==> config.mk <==
export PLATFORM = sky130hd
export DESIGN_NAME = drd_cfg_regs
export DESIGN_NICKNAME = d
export VERILOG_FILES = /design/src/rtl/core/drd_pkg.sv /design/src/rtl/core/drd_cfg_regs.sv
export SDC_FILE = /design/constraint.sdc
export NUM_CORES = 1
export LEC_CHECK = 0
export ABC_AREA = 0
export BUFFER_PORTS_ARGS = -buffer_cell sky130_fd_sc_hd__buf_2
export CELL_PAD_IN_SITES_DETAIL_PLACEMENT = 0
export CELL_PAD_IN_SITES_GLOBAL_PLACEMENT = 2
export CORE_MARGIN = 2
export CORE_UTILIZATION = 34
export CTS_CLUSTER_DIAMETER = 30
export DETAILED_ROUTE_END_ITERATION = 10
export PLACE_DENSITY_LB_ADDON = 0.1
export SYNTH_ARGS = -nofsm -noshare
export SYNTH_HDL_FRONTEND = slang
export SYNTH_SLANG_ARGS = --single-unit
==> constraint.sdc <==
create_clock -name clk -period 0.9 [get_ports clk]
set_input_delay 0 -clock clk [delete_from_list [all_inputs] [get_ports clk]]
set_output_delay 0 -clock clk [all_outputs]
set_load 0.01 [all_outputs]
==> src/rtl/core/drd_pkg.sv <==
`timescale 1ns / 1ps
// ----------------------------------------------------------------------------
// drd_pkg: detection row decode shared definitions
// Register indexes, reset values, column roles and the structs passed
// between the configuration file, the row tracker and the box pipeline.
// ----------------------------------------------------------------------------
package drd_pkg;

    localparam int CFG_INDEX_W = 3;
    localparam int CFG_DATA_W  = 24;

    typedef enum logic [CFG_INDEX_W-1:0] {
        REG_SCORE_THRESHOLD = 3'd0,
        REG_ROW_WIDTH       = 3'd1,
        REG_RATIO_X         = 3'd2,
        REG_RATIO_Y         = 3'd3,
        REG_IMAGE_WIDTH     = 3'd4,
        REG_IMAGE_HEIGHT    = 3'd5
    } cfg_index_t;

    localparam logic [12:0] RST_SCORE_THRESHOLD = 13'd1024;
    localparam logic [8:0]  RST_ROW_WIDTH       = 9'd85;
    localparam logic [23:0] RST_RATIO           = 24'd65536;
    localparam logic [15:0] RST_IMAGE_SIZE      = 16'd640;

    localparam logic [7:0] COL_BOX_X      = 8'd0;
    localparam logic [7:0] COL_BOX_Y      = 8'd1;
    localparam logic [7:0] COL_BOX_W      = 8'd2;
    localparam logic [7:0] COL_BOX_H      = 8'd3;
    localparam logic [7:0] COL_OBJECTNESS = 8'd4;
    localparam logic [7:0] COL_FIRST_CLASS = 8'd5;

    localparam logic [8:0]  ROW_WIDTH_MIN = 9'd6;
    localparam logic [12:0] SCORE_MAX     = 13'd4096;
    localparam int          SCORE_SHIFT   = 12;
    localparam int          CORNER_SHIFT  = 25;
    localparam int          CORNERS       = 4;

    typedef struct packed {
        logic [12:0] score_threshold;
        logic [8:0]  row_width;
        logic [23:0] ratio_x;
        logic [23:0] ratio_y;
        logic [15:0] image_width;
        logic [15:0] image_height;
    } cfg_t;

    typedef struct packed {
        logic [23:0] box_x;
        logic [23:0] box_y;
        logic [23:0] box_w;
        logic [23:0] box_h;
        logic [23:0] objectness;
        logic [23:0] best_class_score;
        logic [7:0]  best_class;
    } row_t;

endpackage

==> src/rtl/core/drd_cfg_regs.sv <==
`timescale 1ns / 1ps
// ----------------------------------------------------------------------------
// drd_cfg_regs: configuration register file
// Holds threshold, row width, scale ratios and clamp limits; writes to
// unused indexes are dropped.
// ----------------------------------------------------------------------------
module drd_cfg_regs
    import drd_pkg::*;
(
    input  logic                   clk,
    input  logic                   rst_n,
    input  logic                   cfg_write,
    input  logic [CFG_INDEX_W-1:0] cfg_index,
    input  logic [CFG_DATA_W-1:0]  cfg_data,
    output cfg_t                   cfg
);

    cfg_t cfg_reg;
    cfg_t cfg_next;

    always_comb
    begin
        cfg_next = cfg_reg;
        if (cfg_write)
        begin
            case (cfg_index)
                REG_SCORE_THRESHOLD: cfg_next.score_threshold = cfg_data[12:0];
                REG_ROW_WIDTH:       cfg_next.row_width       = cfg_data[8:0];
                REG_RATIO_X:         cfg_next.ratio_x         = cfg_data[23:0];
                REG_RATIO_Y:         cfg_next.ratio_y         = cfg_data[23:0];
                REG_IMAGE_WIDTH:     cfg_next.image_width     = cfg_data[15:0];
                REG_IMAGE_HEIGHT:    cfg_next.image_height    = cfg_data[15:0];
                default:             cfg_next = cfg_reg;
            endcase
        end
    end

    always_ff @(posedge clk or negedge rst_n)
    begin
        if (!rst_n)
        begin
            cfg_reg.score_threshold <= RST_SCORE_THRESHOLD;
            cfg_reg.row_width       <= RST_ROW_WIDTH;
            cfg_reg.ratio_x         <= RST_RATIO;
            cfg_reg.ratio_y         <= RST_RATIO;
            cfg_reg.image_width     <= RST_IMAGE_SIZE;
            cfg_reg.image_height    <= RST_IMAGE_SIZE;
        end
        else
        begin
            cfg_reg <= cfg_next;
        end
    end

    assign cfg = cfg_reg;

endmodule

# --- Yosys cells after proc, flatten, opt, wreduce, memory -nomap -nowiden ---
# Index checks and enable logic that the tools add are counted.
word_totals:
  elab_cells: 18
  ram_bits: 0
  register_bits: 102
  mem_count: 0
  rom_bits: 0
  latchBits: 0
  input_bits: 30
  out_inout_bits: 102
op_classes:
  n_eq_ne: 5
  div: 0
  n_reduce_logical: 7
  multipliers: 0
  shift: 0
  add_sub_neg: 0
  n_bitwise: 0
  order_cmp: 0
  mux: 0
op_table:
  columns: ["cell", "n"]
  rows:
  - ["AND reduction 2 bit", 6]
  - ["== test 3 x 2 -> 1 bit (second input constant)", 2]
  - ["== test 3 bit (second input constant)", 2]
  - ["== test 3 x 1 -> 1 bit (second input constant)", 1]
  - ["zero test 3 bit", 1]

# --- Logic depth before layout (Yosys ltp) ---
# Gate-level depths: netlist of run 1.
logic_depth:
  ltp_word: 2
  ltp_mapped: 4

# --- Worst setup path before layout of run 1 ---
# Ideal clock, no wire load.
synth_timing:
  path_type: "input to register"
  from: "input cfg_index[1]"
  to: "register cfg_reg (netlist bit cfg[21])"
  stages: 4
  setup_time_ps: 125
  path_buffers: 2
  path_slack_ps: -131
  required_time_ps: 775
  t_arrival_ps: 906
  cell_sequence: "nor4bb_1 > buf_2 > buf_6 > mux2_2"
synth_between:
  elab_chain_cells: 2
synth_lines:
  columns: ["element", "line_no", "text"]
  rows:
  - ["from (decl)", "drd_cfg_regs.sv:13", "input logic [CFG_INDEX_W-1:0] cfg_index,"]
  - ["== test 3 bit", "drd_cfg_regs.sv:26", "case (cfg_index)"]
  - ["AND reduction 2 bit (no source line)", null, null]
  - ["to (signal assigned)", "drd_cfg_regs.sv:51", "cfg_reg <= cfg_next;"]
  - ["to (decl)", "drd_cfg_regs.sv:18", "cfg_t cfg_reg;"]
# Every way passes these cells.
# A chain may end at the register's enable or synchronous reset.

# --- Final worst setup path of run 1 ---
layout_timing:
  from: "register cfg_reg (netlist bit cfg[99])"
  to: "output cfg[99] in the netlist's numbering"
layout_lines:
  columns: ["element", "line_no", "text"]
  rows:
  - ["to (decl)", "drd_cfg_regs.sv:15", "output cfg_t cfg"]
# No word-level cell between the ends.

==> metrics.txt, run 1 <==
status finished with violations; failing checks negative setup slack; Synth async-reset ratio 1.00; Critical Path AT 0.99 ns; synth cell count leaders 98 x mux2_2, 91 x dfrtp_1, 11 x dfstp_2; total vias in the final route 2498; syn_nets 250; Yosys warning count 0; Post-Syn Area 3880 um^2; Critical Path RT 0.90 ns; cell with the most instances after synthesis mux2_2; fmax 1.01 GHz; initial antenna violation count 0; setup violators final 12; number of flops mapped to enable cells by yosys 0; Post-DP Area 5030 um^2; Filler cells 967; row cnt 39; die area 12300 um^2; ranking of synthesized cells by area dfrtp_1 59%, mux2_2 28%, dfstp_2 7.4%; power share of the clock group 0.297; Max stage delay on crit path 0.55 ns; final hold vios 0; crit path time final 0.987 ns; WL/cell 16.7 um; startpoint types flop; share of cells above drive strength 1 0.710; Slew Limit Fails 0; Bufs and invs on worst path 1; register area share after synthesis 0.661; Clk pin slew, worst setup/hold paths 0.07 ns; Finished Cell Area 5830 um^2; Yosys top cell by area dfrtp_1; clk_skew 0 ns; power per cell area 2410 nW/um^2; Post-Synthesis Cells 220; max-cap violations 0; #FFs+latches synth 102; Inserted Clock Buffers 9; Sequential Power Share 0.444; Pint 10.4 mW; DR pass1 iterations 4; routability congestion estimate 0.688; gr usage total 0.157; Leak Pwr 2.77 nW; Unique masters post-synth 11; port bufs 131; share of the synthesized area in the top cell type 0.587; first-pass GRT wire length 14800 um; crit path kind flop to primary output; crit path max fanout 2; Area Overhead vs Synth 50.2%; Comb power frac 0.260; Slew headroom 0.821; slowest CP cell dfstp_2; Initial Util 0.344; vias in the first global route 2627; Max Buffers Root-to-Sink 2; Switching Share 0.262; total grt overflow 0; Skew-Pair Late Insertion Delay 0.34 ns; Max rail drop VDD 1910 uV; top_reg_cell synth dfrtp_1; Avg Cell Area, Syn 17.6 um^2; max reg flops 102; WL final 9110 um; antenna fix cells 0; Die Wd 111 um; RSZ-0062 raised after global routing yes; P_sw 3.69 mW; Post-DRT Antenna Nets 0; DRC errors left 0; dpl hpwl 6300 um; clock sink total 102; Pwr Total 14.1 mW; Tightest Pin Transition 0.268 ns; worst path cell trace buf_6; Clock Tree Root clkbuf_16; Top Family by Delay on Critical Path flip-flops; Layout Nets 428; largest net degree at the start of global routing 52; Setup WS post-layout -0.0875 ns; number of vias per cell 4.58; Worst setup EP type primary output; core area 11300 um^2; CTS tree built; final worst-path cycle share 1.10; IO Count 132; initial drt markers 74; CTS H-tree depth 3; Hold Crit Class input port to asynchronous set/reset pin; Die Y 111 um
## cell usage in the layout (no fill, tap or decap)
cell type,netlist,layout
and4bb_2,0,1
buf_12,0,10
buf_2,4,101
buf_4,2,12
buf_6,4,29
bufinv_16,0,2
clkbuf_1,0,1
clkbuf_16,0,9
clkbuf_8,0,1
clkinv_4,0,1
clkinvlp_4,0,2
dfrtp_1,91,91
dfstp_2,11,11
dlygate4sd3_1,0,25
mux2_2,98,70
mux2_4,0,32
nand4b_2,2,2
nor4b_4,1,1
nor4bb_4,0,2
## stage by stage
stage	util	worst slack, ns	setup TNS (ns)	hold slack, ns	cells
after floorplan	-	-0.101	-2.76	-0.296	220
after detailed placement	0.446	-0.325	-25.93	-0.134	499
final	0.517	-0.0875	-0.911	0.0482	546
after global placement	0.446	-0.311	-24.44	-0.135	499
after CTS	0.504	-0.110	-1.19	0.0435	540
after global routing	0.517	-0.138	-2.10	0.0555	546
## worst paths after layout
kind | start | to | slack (ns) | depth (start not counted)
max | cfg[99]$_DFFE_PN1P_ | cfg[99] | -0.09 | 1
min in group clk | cfg_index[2] | cfg[93]$_DFFE_PN0P_ | 0.27 | 4
min | rst_n | cfg[45]$_DFFE_PN0P_ | 0.05 | 2
min reg2reg | cfg[34]$_DFFE_PN0P_ | cfg[34]$_DFFE_PN0P_ | 0.50 | 1
max in group asynchronous | rst_n | cfg[23]$_DFFE_PN1P_ | 0.28 | 3
max reg2reg | cfg[21]$_DFFE_PN0P_ | cfg[21]$_DFFE_PN0P_ | -0.01 | 2
## power by group through the flow
stage / sequential, mW / clock [mW] / combinational, mW
after global placement: 6.23 / 0 / 3.18
after floorplan: 6.74 / 0 / 1.15
after CTS: 6.22 / 4.33 / 3.46
after global routing: 6.38 / 4.57 / 3.92
after detailed placement: 6.25 / 0 / 3.22
final: 6.24 / 4.18 / 3.65
## kinds of logic (layout without fill, tap and decap cells)
logic type,after synthesis,count (layout),share of synthesized area
buf+inv,10,193,0.0206
flops,102,102,0.661
mux,102,102,0.296
simple gates,6,6,0.0222
## area by class of cell
class / count / area [um^2] / area share
sequential: 102 / 2570 / 0.440
timing repair buffer: 177 / 1370 / 0.235
tap: 143 / 179 / 0.0307
multi-input combinational: 108 / 1390 / 0.238
clock inverter: 5 / 83.8 / 0.0144
clock buffer: 11 / 243 / 0.0416
## layer usage
layer | part of all wire | wire length, um | vias to the layer above | global-route usage
met5 | 0 | 0 | - | 0
met4 | 0.013 | 114 | 0 | 0.0508
met1 | 0.46 | 4210 | 1275 | 0.209
met2 | 0.46 | 4180 | 72 | 0.235
li1 | - | - | 1143 | -
met3 | 0.065 | 596 | 8 | 0.0612
## timing repair
action                                 4_1_cts  5_1_grt
pin swaps                                    0        0
buffers inserted                             0        6
hold buffers                                25        0
setup endpoints to repair                   20       72
endpoints found under the hold margin      193        0
gates resized for setup                     13       19
Power figures use the tool's default switching activity.
==> run 2: changes to the inputs <==
- RECOVER_POWER: unset -> 50
==> run 2 against run 1 <==
Compared with the run above: global-route usage is the same; clock power is essentially flat; the flow still finishes with violations (negative setup slack); die area is the same; fmax is the same; cell count is the same; first-iteration DRC count is the same; critical endpoint unchanged; clock skew is the same; setup slack is the same; design area shrank 0.13%; sequential cell count is the same.
==> metrics.txt, run 2 (synthesis gave the netlist of run 1 again) <==
Slew Limit Fails 0 (unchanged); slowest CP cell dfstp_2; IO Count 132 (unchanged); crit path kind flop to primary output; max reg flops 102 (unchanged); Max stage delay on crit path 0.55 ns (about the same); worst path cell trace buf_6; P_sw 3.69 mW (about the same); Sequential Power Share 0.444 (about the same); CTS tree built; Max Buffers Root-to-Sink 2 (unchanged); Worst R2R Path Depth 2 (unchanged); row cnt 39 (unchanged); final worst-path cycle share 1.10 (unchanged); total grt overflow 0 (unchanged); post-route insts no fill 546 (unchanged); status finished with violations; most common cell after layout, fill and taps aside buf_2; fmax 1.01 GHz (unchanged); Post-DRT Antenna Nets 0 (unchanged); DRC errors left 0 (unchanged); largest net degree at the start of global routing 52 (unchanged); CTS H-tree depth 3 (unchanged); Die Wd 111 um (unchanged); Inserted Clock Buffers 9 (unchanged); crit path time final 0.987 ns (unchanged); max-cap violations 0 (unchanged); Die Y 111 um (unchanged); Hold WS 0.105 ns (+0.0565 ns); Multi-input gate area 1390 um^2 (unchanged); failing checks negative setup slack; Pint 10.4 mW (about the same); Clock Tree Root clkbuf_16; startpoint types flop; dpl ws -0.325 ns (unchanged); crit path max fanout 2 (unchanged); die area 12300 um^2 (unchanged); antenna fix cells 0 (unchanged); initial antenna violation count 0 (unchanged); Initial Util 0.344 (unchanged); Layout Nets 428 (unchanged); Hold Crit Class input port to asynchronous set/reset pin; power share of the clock group 0.297 (about the same); core area 11300 um^2 (unchanged); Skew-Pair Late Insertion Delay 0.34 ns (about the same); Leak Pwr 2.77 nW (about the same); Tightest Pin Transition 0.377 ns (+0.109 ns); highest-count cells in the layout ignoring fill and taps 101 x buf_2, 91 x dfrtp_1, 70 x mux2_2, 32 x mux2_4, 29 x buf_6; first-pass GRT wire length 14800 um (unchanged); initial drt markers 74 (unchanged); Critical Path RT 0.90 ns (about the same); vias in the first global route 2627 (unchanged); port bufs 131 (unchanged); Max rail drop VDD 1910 uV (about the same); Filler cells 969 (+0.21%); share of cells above drive strength 1 0.710 (unchanged); Comb power frac 0.259 (about the same); total vias in the final route 2498 (unchanged); DR pass1 iterations 4 (unchanged); R2R Setup Slk -0.01 ns (about the same); Critical Path Source cfg[99]$_DFFE_PN1P_; cell depth of the worst setup path 1 (unchanged); dpl hpwl 6300 um (unchanged); clk_skew 0 ns (unchanged); Worst setup EP type primary output; Bufs and invs on worst path 1 (unchanged); RSZ-0062 raised after global routing yes; power per cell area 2420 nW/um^2 (about the same); WL final 9100 um (about the same); Top Family by Delay on Critical Path flip-flops; final hold vios 0 (unchanged); register area 2570 um^2 (unchanged); setup violators final 12 (unchanged); Critical Path AT 0.99 ns (about the same); WL/cell 16.7 um (about the same); Clk pin slew, worst setup/hold paths 0.07 ns (about the same); Setup WS post-layout -0.0875 ns (unchanged); gr usage total 0.157 (unchanged); Area Overhead vs Synth 50.0%; clock sink total 102 (unchanged); Switching Share 0.262 (about the same); routability congestion estimate 0.688 (unchanged); DP Cell Count 499 (unchanged); number of vias per cell 4.58 (unchanged); Slew headroom 0.749 (-0.0726); R2R Path Start cfg[21]$_DFFE_PN0P_
[run 2: cell count changes in the layout (fill, tap and decap cells not counted), sizes merged]
cell    before  now
clkbuf      11   12
buf        152  151
[run 2: layer usage]
metal  track usage  up-vias  share of wire
met2         0.235       72           0.46
li1              -     1143              -
met3        0.0612        8          0.065
met5             0        -              0
met1         0.209     1275           0.46
met4        0.0508        0          0.013
[run 2: path summary, 6_finish.rpt]
| path | endpoint |
|---|---|
| setup reg to reg | cfg[21]$_DFFE_PN0P_ |
| hold reg to reg | cfg[34]$_DFFE_PN0P_ |
| setup / recovery | cfg[99] |
| min in group clk | cfg[93]$_DFFE_PN0P_ |
| hold / removal | cfg[45]$_DFFE_PN0P_ |
| max in group asynchronous | cfg[82]$_DFFE_PN1P_ |
[run 2: power groups by stage]
stage / sequential, mW / combinational (mW) / clock (mW)
after floorplan: 6.74 / 1.15 / 0
after global placement: 6.23 / 3.18 / 0
after detailed placement: 6.25 / 3.22 / 0
after CTS: 6.22 / 3.46 / 4.33
after global routing: 6.38 / 3.91 / 4.57
final: 6.24 / 3.65 / 4.18
[run 2: repair_timing]
item | CTS | global route
gates cloned | 0 | 0
gates resized for setup | 13 | 19
endpoints found under the setup margin | 20 | 72
setup buffers | 0 | 6
hold buffers | 25 | 0
pin swaps | 0 | 0
hold endpoints to repair | 193 | 0
[run 2: layout make-up]
type                    count  area share
multi-input cells         108       0.238
well taps                 143      0.0307
clock inverters             5      0.0144
flip-flops and latches    102       0.441
clock buffers              11      0.0417
repair buffers            177       0.234
[run 2: per-stage QoR]
step	cell area (um^2)	util	setup TNS, ns	power (mW)
final	5820	0.516	-0.911	14.1
after detailed placement	5030	0.446	-25.93	9.47
after floorplan	4020	-	-2.76	7.89
after global routing	5820	0.516	-2.13	14.9
after CTS	5680	0.504	-1.19	14.0
after global placement	5030	0.446	-24.44	9.42
