[config.mk]
export PLATFORM = sky130hd
export DESIGN_NAME = drd_row_track
export DESIGN_NICKNAME = d
export VERILOG_FILES = /design/src/rtl/core/drd_pkg.sv /design/src/rtl/core/drd_row_track.sv
export SDC_FILE = /design/constraint.sdc
export NUM_CORES = 1
export LEC_CHECK = 0
export ABC_CLOCK_PERIOD_IN_PS = 27400
export BUFFER_PORTS_ARGS = -buffer_cell sky130_fd_sc_hd__buf_2
export CAP_MARGIN = 25
export CORE_MARGIN = 3
export CORE_UTILIZATION = 29
export DETAILED_ROUTE_END_ITERATION = 8
export HOLD_SLACK_MARGIN = 0.12
export MAX_ROUTING_LAYER = met4
export SLEW_MARGIN = 0
export SYNTH_ARGS = -nofsm -noshare
export SYNTH_HDL_FRONTEND = slang
export SYNTH_SLANG_ARGS = --single-unit
export TNS_END_PERCENT = 50
[constraint.sdc]
create_clock -name clk -period 27.4 [get_ports clk]
set_input_delay 4.11 -clock clk [delete_from_list [all_inputs] [get_ports clk]]
set_output_delay 4.11 -clock clk [all_outputs]
set_load 0.005 [all_outputs]
[src/rtl/core/drd_pkg.sv]
`timescale 1ns / 1ps
// ----------------------------------------------------------------------------
// drd_pkg: detection row decode shared definitions
// Register indexes, reset values, column roles and the structs passed
// between the configuration file, the row tracker and the box pipeline.
// ----------------------------------------------------------------------------
package drd_pkg;

    localparam int CFG_INDEX_W = 3;
    localparam int CFG_DATA_W  = 24;

    typedef enum logic [CFG_INDEX_W-1:0] {
        REG_SCORE_THRESHOLD = 3'd0,
        REG_ROW_WIDTH       = 3'd1,
        REG_RATIO_X         = 3'd2,
        REG_RATIO_Y         = 3'd3,
        REG_IMAGE_WIDTH     = 3'd4,
        REG_IMAGE_HEIGHT    = 3'd5
    } cfg_index_t;

    localparam logic [12:0] RST_SCORE_THRESHOLD = 13'd1024;
    localparam logic [8:0]  RST_ROW_WIDTH       = 9'd85;
    localparam logic [23:0] RST_RATIO           = 24'd65536;
    localparam logic [15:0] RST_IMAGE_SIZE      = 16'd640;

    localparam logic [7:0] COL_BOX_X      = 8'd0;
    localparam logic [7:0] COL_BOX_Y      = 8'd1;
    localparam logic [7:0] COL_BOX_W      = 8'd2;
    localparam logic [7:0] COL_BOX_H      = 8'd3;
    localparam logic [7:0] COL_OBJECTNESS = 8'd4;
    localparam logic [7:0] COL_FIRST_CLASS = 8'd5;

    localparam logic [8:0]  ROW_WIDTH_MIN = 9'd6;
    localparam logic [12:0] SCORE_MAX     = 13'd4096;
    localparam int          SCORE_SHIFT   = 12;
    localparam int          CORNER_SHIFT  = 25;
    localparam int          CORNERS       = 4;

    typedef struct packed {
        logic [12:0] score_threshold;
        logic [8:0]  row_width;
        logic [23:0] ratio_x;
        logic [23:0] ratio_y;
        logic [15:0] image_width;
        logic [15:0] image_height;
    } cfg_t;

    typedef struct packed {
        logic [23:0] box_x;
        logic [23:0] box_y;
        logic [23:0] box_w;
        logic [23:0] box_h;
        logic [23:0] objectness;
        logic [23:0] best_class_score;
        logic [7:0]  best_class;
    } row_t;

endpackage

[src/rtl/core/drd_row_track.sv]
`timescale 1ns / 1ps
// ----------------------------------------------------------------------------
// drd_row_track: column counter and row state
// Counts columns, latches box fields and objectness, tracks the first
// maximum class score and captures a row snapshot at row end.
// ----------------------------------------------------------------------------
module drd_row_track
    import drd_pkg::*;
#(
    parameter int MAX_ROW_WIDTH = 256
)
(
    input  logic        clk,
    input  logic        rst_n,
    input  cfg_t        cfg,
    input  logic        in_valid,
    input  logic [23:0] sample,
    input  logic        frame_start,
    output logic        in_stall,
    input  logic        snap_ready,
    output logic        snap_valid,
    output row_t        snap
);

    localparam logic [8:0] ROW_WIDTH_MAX = 9'(MAX_ROW_WIDTH);

    logic [7:0] column_reg;
    logic [7:0] column_next;
    row_t       row_reg;
    row_t       row_next;
    logic       snap_valid_reg;
    row_t       snap_reg;
    logic [7:0] col;
    logic [8:0] row_width_eff;
    logic       row_last;
    logic       accept;

    assign in_stall = snap_valid_reg && !snap_ready;
    assign accept   = in_valid && !in_stall;

    always_comb
    begin
        col = frame_start ? '0 : column_reg;

        if (cfg.row_width < ROW_WIDTH_MIN)
            row_width_eff = ROW_WIDTH_MIN;
        else if (cfg.row_width > ROW_WIDTH_MAX)
            row_width_eff = ROW_WIDTH_MAX;
        else
            row_width_eff = cfg.row_width;

        row_last = {1'b0, col} >= (row_width_eff - 9'd1);

        row_next = row_reg;
        case (col)
            COL_BOX_X:      row_next.box_x      = sample;
            COL_BOX_Y:      row_next.box_y      = sample;
            COL_BOX_W:      row_next.box_w      = sample;
            COL_BOX_H:      row_next.box_h      = sample;
            COL_OBJECTNESS: row_next.objectness = sample;
            COL_FIRST_CLASS:
            begin
                row_next.best_class_score = sample;
                row_next.best_class       = '0;
            end
            default:
            begin
                if ($signed(sample) > $signed(row_reg.best_class_score))
                begin
                    row_next.best_class_score = sample;
                    row_next.best_class       = col - COL_FIRST_CLASS;
                end
            end
        endcase

        column_next = row_last ? '0 : col + 8'd1;
    end

    always_ff @(posedge clk or negedge rst_n)
    begin
        if (!rst_n)
        begin
            column_reg     <= '0;
            row_reg        <= '0;
            snap_valid_reg <= 1'b0;
        end
        else
        begin
            if (accept)
            begin
                column_reg <= column_next;
                row_reg    <= row_next;
            end
            if (accept && row_last)
                snap_valid_reg <= 1'b1;
            else if (snap_ready)
                snap_valid_reg <= 1'b0;
        end
    end

    always_ff @(posedge clk)
    begin
        if (accept && row_last)
            snap_reg <= row_next;
    end

    assign snap_valid = snap_valid_reg;
    assign snap       = snap_reg;

endmodule

# Word-level counts from Yosys, hierarchy flattened

Index checks and enable logic that the tools add are counted.

Input port bits: 131
Bits in registers: 313

Magnitude comparators: 4
$add $sub $neg: 3
Reduce and logical (&&, ||, !) cells: 8
Equal/unequal tests: 5
Muxes and demuxes: 13

Operators with widths:

| operator                                                   | count |
|---|---|
| two-way mux 24 bit                                         | 5 |
| one-hot mux 32 bit (2 select lines)                        | 1 |
| two-way mux 32 bit                                         | 1 |
| greater-than comparator 24 bit                             | 1 |
| two-way mux 9 bit                                          | 2 |
| equality test 8 x 2 -> 1 bit, second input constant        | 2 |
| equality test 8 x 3 -> 1 bit, second input constant        | 2 |
| two-way mux 8 bit                                          | 2 |
| >= comparator 8 x 9 -> 1 bit                               | 1 |
| greater-than comparator 9 bit, second input constant       | 1 |
| less-than comparator 9 x 3 -> 1 bit, second input constant | 1 |
| subtractor 9 x 1 -> 9 bit, second input constant           | 1 |
| adder 8 x 1 -> 8 bit, second input constant                | 1 |
| equality test 8 x 1 -> 1 bit, second input constant        | 1 |
| zero test 8 bit                                            | 1 |
| subtractor 8 x 3 -> 8 bit, second input constant           | 1 |
| OR reduction 5 bit                                         | 1 |
| logical AND 1 bit                                          | 3 |
| zero test 1 bit                                            | 2 |
| two-way mux 1 bit                                          | 2 |
| nonzero test 2 bit                                         | 1 |

# Logic depth before layout (Yosys ltp)

Gate-level depths: netlist (run 1).

Depth in word-level cells: 7
Depth in mapped cells: 17

# Worst setup path before layout (run 1)

No wires, ideal clock.

Path type: input port to flip-flop
From: input port cfg[83] (netlist bit)
To: register snap_valid_reg (netlist: snap_valid)
Cell stages on the path: 14
Library setup time: 131 ps
Path slack: 9,926 ps
Arrival time: 17,343 ps
Cells stage by stage: nor4_1 -> nor2b_1 -> o21ai_0 -> ha_1 -> a21oi_1 -> o21a_1 -> a21oi_1 -> ha_1 -> a21oi_1 -> nor2b_1 -> o21ai_0 -> o211a_1 -> nor3_1 -> or2_2

Cells in the longest elaborated chain, start to end: 7

Ends and longest elaborated chain:

| item                                                    | RTL line            | RTL |
|---|---|---|
| from (decl)                                             | drd_row_track.sv:15 | `input cfg_t cfg,` |
| greater-than comparator 9 bit                           | drd_row_track.sv:47 | `else if (cfg.row_width > ROW_WIDTH_MAX)` |
| two-way mux 9 bit                                       | drd_row_track.sv:47 |  |
| two-way mux 9 bit *                                     | drd_row_track.sv:45 | `if (cfg.row_width < ROW_WIDTH_MIN)` |
| subtractor 9 x 1 -> 9 bit *                             | drd_row_track.sv:52 | `row_last = {1'b0, col} >= (row_width_eff - 9'd1);` |
| >= comparator 8 x 9 -> 1 bit *                          | drd_row_track.sv:52 |  |
| logical AND 1 bit *                                     | drd_row_track.sv:94 | `if (accept && row_last)` |
| two-way mux 1 bit or nonzero test 2 bit (tied branches) | --                  |  |
| to (signal assigned)                                    | drd_row_track.sv:85 | `snap_valid_reg <= 1'b0;` |
| to (signal assigned)                                    | drd_row_track.sv:95 | `snap_valid_reg <= 1'b1;` |
| to (signal assigned)                                    | drd_row_track.sv:97 | `snap_valid_reg <= 1'b0;` |
| to (decl)                                               | drd_row_track.sv:31 | `logic snap_valid_reg;` |

Every way passes the cells marked *; elsewhere a longest branch is shown, timed or not.
A chain may end at the register's enable or synchronous reset.

# Worst setup path in the final report (run 1)

From: input port snap_ready
To: output port in_stall

Cells in the longest elaborated chain, start to end: 2

Ends and longest elaborated chain:

| item              | RTL line            | RTL |
|---|---|---|
| from (decl)       | drd_row_track.sv:20 | `input logic snap_ready,` |
| zero test 1 bit   | drd_row_track.sv:38 | `assign in_stall = snap_valid_reg && !snap_ready;` |
| logical AND 1 bit | drd_row_track.sv:38 |  |
| to (decl)         | drd_row_track.sv:19 | `output logic in_stall,` |

No other way between the ends.

==> flow_summary_export.csv, run 1 <==
group,metric,value,unit
clock_tree,cts_resized,0,
yosys,postSynthCellCount,1144,
drt,first_pass_iters,6,
clock_tree,cts_tree,"done",
placed_design,placed_cells,1889,
yosys,synth_fa_ha_area_share,3.47,%
yosys,synth_nets,1313,
floorplanning,die_x,223,um
final_layout,fin_util,36.0,%
timing,fmax,115,MHz
timing,tightest_slew,0.965,ns
setup_path,crit_fanout,3,
floorplanning,core,46000,sq um
global_route,grt_pass1_wl,56600,um
clock_tree,numCtsBuffers,37,
timing,skew,0.0162,ns
timing,min_period,8.70,ns
final_layout,area_growth,20.8,%
pwr,peakVddDrop,48.6,uV
yosys,synth_mux_area_share,9.79,%
job,drv_cap,0,
placed_design,port_buffers,191,
clock_tree,hold_buffers,0,
global_route,grt_pass1_vias,9252,
setup_path,crit_type,"primary input to primary output",
yosys,synth_seq_cells,313,
setup_path,worstPathArrival,4.59,ns
floorplanning,initial_core_util,29.8,%
final_layout,fillers,4416,
placed_design,gp_congestion,0.767,
final_layout,layout_common_cells,"nand2_1, buf_2, dfrtp_1, edfxtp_1, mux2_2",
yosys,synth_area,13700,sq um
clock_tree,clkSinkCount,313,
timing,setup_viol,0,
clock_tree,cts.clk_slew.worst_paths,0.05,ns
timing,hold_viol,0,
clock_tree,clkLatencyLatePin,0.53,ns
yosys,yosys_warnings,0,
clock_tree,cts_max_level,2,
placed_design,dp_hpwl,22900,um
yosys,synth_xor_area_share,0.512,%
yosys,synth_top_family_by_area,"simple AND/OR/NAND/NOR gates",
worst_hold_path,min_path_type,"flip-flop to flip-flop",
yosys,async_reset_ff_share,51.4,%
global_route,antenna_found_initial,1,
floorplanning,rows,78,
setup_path,end_kind,"primary output",
pwr,p_leak,7.52,nW
drt,drc,0,
final_layout,drive_gt1_share,28.7,%
yosys,synthSimpleGateAreaFrac,13.5,%
global_route,gr-usage-all-layers,15.1,%
final_layout,finalNonFillerCells,1957,
setup_path,required,23.29,ns
floorplanning,die_area,49800,sq um
yosys,ys.flop_type,"dfrtp_1",
pwr,p_per_area,87.9,nW/um^2
pwr,p_total,1.45,mW
yosys,avgSynthCellArea,12.0,sq um
drt,wl_per_cell,19.0,um
drt,drtIter0Drc,591,
run_status,status,"complete, no violations",
drt,vias,9300,
yosys,yosysSeqAreaShare,62.8,%
timing,rsz0062_at_grt,"false",
setup_path,crit_path_start_kind,"primary input",
timing,fin_crit_sh,31.8,%
global_route,overflow,0,
clock_tree,cts_root_buf,"clkbuf_16",
global_route,grt_max_degree,105,
yosys,synth_edf_count,152,
timing,slew_violations,0,
yosys,ys_types,48,
floorplanning,die_y,223,um
drt,viasPerCell,4.75,
timing,fin_tns_setup,0,ns
floorplanning,io_pins,285,
final_layout,layout_commonest_cell,"nand2_1",
clock_tree,clock_path_buffers,3,
final_layout,nNetsFinal,1498,
timing,slew_headroom,35.7,%
yosys,synth_compound_area_share,7.03,%
drt,ant_nets,0,
clock_tree,post_cts_buffers,0,
timing,whs,0.465,ns
drt,routed_wirelength,37100,um
-- critical path, stage by stage --
cell and delay, ns:
buf_2 0.09, nand2b_1 0.19, inv_1 0.09, buf_2 0.11
-- where the power goes --
part | switching, mW | internal [mW]
clock network | 0.194 | 0.321
logic | 0.161 | 0.145
registers | 0.0429 | 0.591
-- cell type report --
cell class	count	area, sq um	area share (%)
Inverter	33	124	0.749
Antenna cell	1	2.50	0.0151
Clock inverter	13	195	1.18
Tap cell	600	751	4.54
Timing Repair Buffer	202	1070	6.50
Sequential cell	313	8590	51.9
Clock buffer	53	1080	6.52
Multi-Input combinational cell	742	4720	28.6
-- synth_stat cells, types with 4 or more instances --
library cell	n	share of area (%)
a21oi_1	20	0.73
nand2_1	384	11
nand4_1	7	0.32
nand3_1	9	0.33
o21ai_0	5	0.18
or3_1	4	0.18
nand2b_1	6	0.27
mux2_2	119	9.8
a211oi_1	4	0.22
clkbuf_1	32	0.88
a21o_1	7	0.38
dfrtp_1	161	29
o31ai_1	5	0.27
nor3_1	9	0.33
a22o_1	64	4.1
buf_6	7	0.58
nor2b_1	9	0.41
nor2_1	11	0.30
xnor2_1	5	0.32
buf_1	13	0.36
edfxtp_1	152	33
inv_1	33	0.90
ha_1	38	3.5
-- per-layer routing --
layer | vias to the layer above | wire (um) | GRT usage, %
li1 | 4375 | - | -
met1 | 4651 | 16600 | 19.7
met2 | 227 | 17600 | 23.9
met3 | 47 | 2230 | 3.29
met4 | 0 | 720 | 4.45
met5 | - | 0 | -
-- final timing paths --
| path | from | endpoint | slack (ns) | cells past startpoint |
|---|---|---|---|---|
| setup / recovery | snap_ready | in_stall | 18.70 | 4 |
| hold / removal | row_reg[105] | row_reg[105] | 0.47 | 2 |
| setup reg to reg | column_reg[2] | snap[69] | 23.67 | 7 |
| hold reg to reg | row_reg[105] | row_reg[105] | 0.47 | 2 |
| max in group asynchronous | rst_n | row_reg[7] | 22.30 | 2 |
| min in group asynchronous | rst_n | row_reg[102] | 3.68 | 1 |
-- stage by stage --
stage | instance area [sq um] | worst slack, ns
global placement | 15200 | 18.70
CTS | 16500 | 18.69
global route | 16500 | 18.65
floorplan | 13700 | 9.93
finish | 16500 | 18.70
detailed placement | 15300 | 18.69
-- logic make-up after synthesis --
kind of cell / Yosys count
buffers and inverters: 89
xor gates and xnor gates: 8
muxes: 119
DFF: 313
and+or+nand+nor: 454
AOI/OAI and AO/OA: 123
adders and majority gates: 38
(Power assumes the default switching activity.)
==> inputs of run 2 (changes only) <==
Settings changed: ABC_AREA set to 1, ABC_CLOCK_PERIOD_IN_PS 27400 to 8940.
Clock period 27.4 ns to 8.94 ns, I/O delays scaled along.
==> run 2 against run 1 <==
Register-to-register slack got worse by 18 ns. Clock power grew to 2.8 times the previous value. Sequential share of layout area fell by 1.9 points. Clock skew up 0.0053 ns. Global-route usage rose by 0.55 points. Count of clock-buffer cells in the layout did not move. Worst setup slack got worse by 14 ns. Via count grew 22%. Critical path type is now primary input to flip-flop.
==> flow_summary_export.csv, run 2 <==
group,metric,value,unit
global_route,gr-usage-all-layers,15.7,%
drt,ant_nets,0,
floorplanning,io_pins,285,
clock_tree,post_cts_buffers,0,
final_layout,layout_commonest_cell,"nand2_1",
pwr,peakVddDrop,106,uV
timing,fmax,215,MHz
timing,tightest_slew,0.987,ns
clock_tree,cts_root_buf,"clkbuf_16",
final_layout,stdcell_area,17200,sq um
timing,fin_tns_setup,0,ns
final_layout,finalNonFillerCells,2439,
yosys,yosys_warnings,0,
global_route,antenna_found_initial,0,
placed_design,gp_congestion,0.844,
yosys,synth_nets,1755,
placed_design,place_area,16000,sq um
pwr,p_leak,7.98,nW
drt,viasPerCell,4.65,
run_status,status,"complete, no violations",
drt,drtIter0Drc,1126,
clock_tree,cts_resized,0,
pwr,p_clk_share,31.7,%
pwr,switching_power,1.49,mW
timing,skew,0.0214,ns
yosys,async_reset_ff_share,51.4,%
timing,fin_crit_sh,52.0,%
final_layout,fillers,4862,
floorplanning,die_x,229,um
setup_path,crit_path_start_kind,"primary input",
placed_design,port_buffers,191,
setup_path,worstPathArrival,4.81,ns
floorplanning,die_area,52200,sq um
pwr,p_total,4.52,mW
yosys,ys_top_cells_by_area,"edfxtp_1, dfrtp_1, nand2_1",
drt,wl_per_cell,16.7,um
yosys,synth_top_area_cell,"edfxtp_1",
yosys,synth_edf_count,152,
pwr,pwr-share-seq,42.8,%
worst_hold_path,min_path_type,"flip-flop to flip-flop",
yosys,yosysSeqAreaShare,59.8,%
timing,hold_viol,0,
yosys,post-synth-top-count-cell,"nand2_1",
yosys,postSynthCellCount,1586,
pwr,p_per_area,263,nW/um^2
setup_path,crit_fanout,152,
yosys,avgSynthCellArea,9.06,sq um
global_route,overflow,0,
pwr,switching_share,32.9,%
timing,slew_violations,0,
clock_tree,cts_tree,"done",
setup_path,end_kind,"flip-flop",
pwr,p_int,3.03,mW
clock_tree,clkLatencyLatePin,0.55,ns
yosys,ys_top_cells_by_count,"nand2_1, dfrtp_1, edfxtp_1",
clock_tree,hold_buffers,0,
timing,slew_headroom,34.2,%
job,drv_cap,0,
final_layout,nNetsFinal,1923,
clock_tree,cts.clk_slew.worst_paths,0.05,ns
final_layout,area_growth,19.6,%
floorplanning,rows,80,
drt,vias,11300,
yosys,ys_types,32,
timing,setup_viol,0,
clock_tree,clkSinkCount,313,
drt,routed_wirelength,40600,um
timing,whs,0.476,ns
floorplanning,core,48300,sq um
floorplanning,initial_core_util,29.7,%
drt,first_pass_iters,5,
yosys,synth_top_area_share,31.8,%
drt,drc,0,
global_route,grt_max_degree,212,
floorplanning,die_y,229,um
placed_design,placed_cells,2371,
final_layout,fin_util,35.5,%
pwr,combPwrFrac,25.5,%
yosys,ys.flop_type,"dfrtp_1",
setup_path,crit_type,"primary input to flip-flop",
timing,rsz0062_at_grt,"false",
yosys,synth_area,14400,sq um
final_layout,drive_gt1_share,15.7,%
clock_tree,clock_path_buffers,3,
timing,fin_ws,4.29,ns
global_route,grt_pass1_vias,10400,
placed_design,post-place-ws,3.69,ns
global_route,grt_pass1_wl,62600,um
timing,min_period,4.65,ns
clock_tree,cts_max_level,2,
clock_tree,numCtsBuffers,36,
yosys,synth_seq_cells,313,
final_layout,layout_common_cells,"nand2_1, buf_2, dfrtp_1, edfxtp_1, inv_1",
setup_path,required,9.10,ns
placed_design,dp_hpwl,26000,um
run 2: cell types whose count changed in the layout (fill, tap and decap cells not counted), sizes merged, moves of 64 or more:
cell | before | now
a22o | 64 | 0
inv | 34 | 148
mux2 | 119 | 0
nand2 | 384 | 629
nand3 | 9 | 83
o21ai | 5 | 179
run 2: final cells by class:
cell class	count	area, sq um	area share, %
Clock buffer	53	1040	6.03
Tap cell	656	821	4.78
Clock inverter	13	105	0.612
Timing Repair Buffer	207	1160	6.75
Inverter	147	553	3.22
Antenna cell	1	2.50	0.0146
Multi-Input combinational cell	1049	4910	28.6
Sequential cell	313	8590	50.0
run 2: final timing paths:
check / from / endpoint / slack [ns] / depth (start not counted)
worst max register to register: column_reg[1] / snap[0] / 5.48 / 11
worst min register to register: row_reg[64] / row_reg[64] / 0.48 / 2
max in group asynchronous: rst_n / row_reg[50] / 6.71 / 3
worst min-delay path: row_reg[64] / row_reg[64] / 0.48 / 2
min in group asynchronous: rst_n / row_reg[52] / 0.61 / 1
worst max-delay path: cfg[83] / snap[100] / 4.29 / 20
run 2: cell families after synthesis:
kind of cell | after synthesis | synth area share [%]
AO/OA/AOI/OAI | 229 | 8.55
AND/OR/NAND/NOR | 773 | 21.6
adder cells (fa/ha/maj) | 38 | 3.31
flip-flops | 313 | 59.8
XOR/XNOR | 9 | 0.549
buffers and inverters | 224 | 6.18
run 2: power by group through the flow:
| stage | Clock [mW] | Sequential (mW) | Combinational, mW |
|---|---|---|---|
| finish | 1.43 | 1.94 | 1.16 |
| global route | 1.54 | 1.96 | 1.34 |
| detailed placement | 0 | 1.96 | 1.14 |
| floorplan | 0 | 1.93 | 0.858 |
| CTS | 1.48 | 1.93 | 1.15 |
| global placement | 0 | 1.95 | 1.10 |
run 2: metal layers:
| metal | GRT usage (%) | wire length (um) | vias to the layer above |
|---|---|---|---|
| li1 | - | - | 5523 |
| met1 | 20.1 | 17400 | 5369 |
| met2 | 24.9 | 19200 | 390 |
| met3 | 3.23 | 2680 | 67 |
| met4 | 5.37 | 1340 | 0 |
| met5 | - | 0 | - |
run 2: worst max-delay path: stages:
cell and delay, ns:
buf_2 0.10, nor2_1 0.17, nand2_1 0.11, o21ai_1 0.33, nand3_1 0.21, ha_1 0.26
nand2_1 0.10, xnor2_1 0.08, ha_1 0.30, nand2_1 0.07, inv_1 0.07, nand3_1 0.07
o211ai_1 0.20, nand3_1 0.10, nand2_1 0.07, nand2_1 0.04, nand3b_1 0.08, nand2_2 0.19
nor2_4 0.16, buf_12 0.65
==> inputs of run 3 (changes only) <==
Settings changed: ABC_CLOCK_PERIOD_IN_PS 8940 to 4160.
Clock period 8.94 ns to 4.16 ns, I/O delays scaled along.
==> run 3 against run 2 <==
Worst setup slack worse by 3.4 ns. Sequential power is 110% higher. Worst hold slack worse by 0.18 ns. Final area is 1.4% higher. Register-to-register slack worse by 4.3 ns. Clock skew is 0.0079 ns lower. Critical path type unchanged.
==> flow_summary_export.csv, run 3 (synthesized netlist as in run 2, its figures left out) <==
group,metric,value,unit
clock_tree,cts.clk_slew.worst_paths,0.06,ns
clock_tree,cts_max_level,2,
pwr,combPwrFrac,25.3,%
timing,hold_viol,0,
drt,first_pass_iters,5,
setup_path,crit_fanout,39,
setup_path,end_kind,"flip-flop",
job,drv_cap,0,
pwr,p_int,6.70,mW
floorplanning,io_pins,285,
final_layout,area_growth,21.2,%
setup_path,r2r-end,"snap[2]",
floorplanning,initial_core_util,29.7,%
final_layout,fillers,4821,
timing,fin_crit_sh,79.4,%
pwr,p_leak,8.08,nW
global_route,gr-usage-all-layers,15.7,%
final_layout,stdcell_area,17400,sq um
floorplanning,die_x,229,um
setup_path,worstPathArrival,3.51,ns
drt,viasPerCell,4.62,
worst_hold_path,whs_endpoint,"snap_valid",
drt,routed_wirelength,40700,um
timing,fin_ws,0.859,ns
final_layout,layout_commonest_cell,"nand2_1",
timing,fmax,303,MHz
setup_path,critical_path.top_delay_family,"simple AND/OR/NAND/NOR gates",
placed_design,place_area,16200,sq um
timing,skew,0.0135,ns
placed_design,post-place-ws,0.305,ns
drt,wl_per_cell,16.6,um
placed_design,dp_hpwl,27000,um
setup_path,required,4.37,ns
setup_path,crit_path_start_kind,"primary input",
final_layout,fin_util,36.0,%
global_route,antenna_found_initial,1,
timing,tightest_slew,1.23,ns
setup_path,ff2ff_path_depth,10,
clock_tree,numCtsBuffers,37,
worst_hold_path,hold_start,"snap_ready",
timing,slew_violations,0,
drt,drtIter0Drc,892,
global_route,grt_max_degree,211,
timing,setup_viol,0,
placed_design,port_buffers,191,
final_layout,layout.area.seq,8590,sq um
drt,vias,11300,
setup_path,critPathMostFrequentCell,"nand2_1",
global_route,grt_pass1_wl,63000,um
final_layout,multi_input_area,4970,sq um
pwr,switching_power,3.23,mW
pwr,switching_share,32.5,%
setup_path,cp_num_buf_inv,3,
final_layout,nNetsFinal,1934,
global_route,overflow,0,
final_layout,layout_common_cells,"nand2_1, buf_2, dfrtp_1, edfxtp_1, inv_1",
clock_tree,cts_resized,0,
worst_hold_path,min_path_type,"primary input to flip-flop",
final_layout,drive_gt1_share,16.8,%
setup_path,critical_path.cell_chain,"buf_2 -> nor2_4 -> nand3_2 -> o21ai_4 -> nand3_2 -> ha_4 -> nand2_2 -> xnor2_1 -> ha_1 -> nand2_1 -> inv_1 -> nand3_1 -> o211ai_1 -> nand3_1 -> nand2_1 -> nand2_1 -> nand3b_1 -> nand2_2 -> nor2_4 -> buf_12",
clock_tree,clkSinkCount,313,
global_route,grt_pass1_vias,10800,
pwr,p_per_area,570,nW/um^2
clock_tree,hold_buffers,0,
clock_tree,clkLatencyLatePin,0.54,ns
pwr,p_clk_share,32.8,%
setup_path,crit_slowest_cell,"nor2_4",
timing,min_period,3.30,ns
clock_tree,post_cts_buffers,0,
setup_path,reg2reg_from,"row_reg[31]",
timing,slew_headroom,18.2,%
floorplanning,core,48300,sq um
clock_tree,cts_root_buf,"clkbuf_16",
floorplanning,rows,80,
placed_design,gp_congestion,0.833,
timing,rsz0062_at_grt,"false",
drt,drc,0,
setup_path,critical-path-max-stage-delay,0.46,ns
pwr,peakVddDrop,251,uV
clock_tree,cts_tree,"done",
drt,ant_nets,0,
pwr,pwr-share-seq,41.9,%
run_status,status,"complete, no violations",
floorplanning,die_y,229,um
floorplanning,die_area,52200,sq um
timing,fin_tns_setup,0,ns
clock_tree,clock_path_buffers,3,
worst_hold_path,min_path_cells,2,
setup_path,reg2reg_slack,1.18,ns
setup_path,crit_type,"primary input to flip-flop",
-- run 3: metrics by stage --
step | hold WS, ns | std cells | power [mW]
4_1_cts | 0.246 | 2447 | 10.0
5_1_grt | 0.283 | 2450 | 10.6
3_5_place_dp | 0.465 | 2380 | 6.70
2_1_floorplan | 0.328 | 1586 | 6.00
6_report | 0.299 | 2450 | 9.93
3_3_place_gp | 0.461 | 2380 | 6.59
-- run 3: power by group through the flow --
stage / clock network [mW] / registers (mW) / logic, mW
3_3_place_gp: 0 / 4.19 / 2.41
5_1_grt: 3.48 / 4.22 / 2.91
6_report: 3.25 / 4.16 / 2.51
3_5_place_dp: 0 / 4.21 / 2.49
2_1_floorplan: 0 / 4.15 / 1.85
4_1_cts: 3.35 / 4.16 / 2.50
-- run 3: final cells by class --
class                      instances  area share (%)
sequential                       313            49.3
multi-input combinational       1049            28.6
timing repair buffer             217            7.21
clock buffer                      51            6.04
tap                              656            4.71
inverter                         147            3.18
clock inverter                    16           0.941
antenna                            1          0.0144
-- run 3: worst max path at each step --
stage          startpoint         to  slack (ns)  depth (start not counted)
3_3_place_gp      cfg[80]  snap[141]        0.33                         20
4_1_cts           cfg[80]  snap[146]        0.88                         20
6_report          cfg[80]  snap[144]        0.86                         20
3_5_place_dp      cfg[80]  snap[122]        0.30                         20
5_1_grt           cfg[85]  snap[120]        0.58                         21
2_1_floorplan     cfg[80]    snap[0]       -1.00                         18
-- run 3: worst register-to-register path: stages, from the launching register on --
cell and delay, ns:
dfrtp_1 0.38, inv_1 0.07, ha_1 0.40, a21oi_1 0.18, o21ai_0 0.09, nor2_1 0.32
nand3_1 0.18, nand2_1 0.09, nand3_1 0.13, a21oi_1 0.61, o22ai_1 0.23
-- run 3: routing by layer --
metal	vias up	share of wire [%]	wire (um)	GRT usage [%]
met2	286	49	20000	25.8
met4	0	2.9	1190	5.19
met3	65	5.0	2030	3.12
met5	-	0	0	-
met1	5430	43	17500	19.5
li1	5537	-	-	-
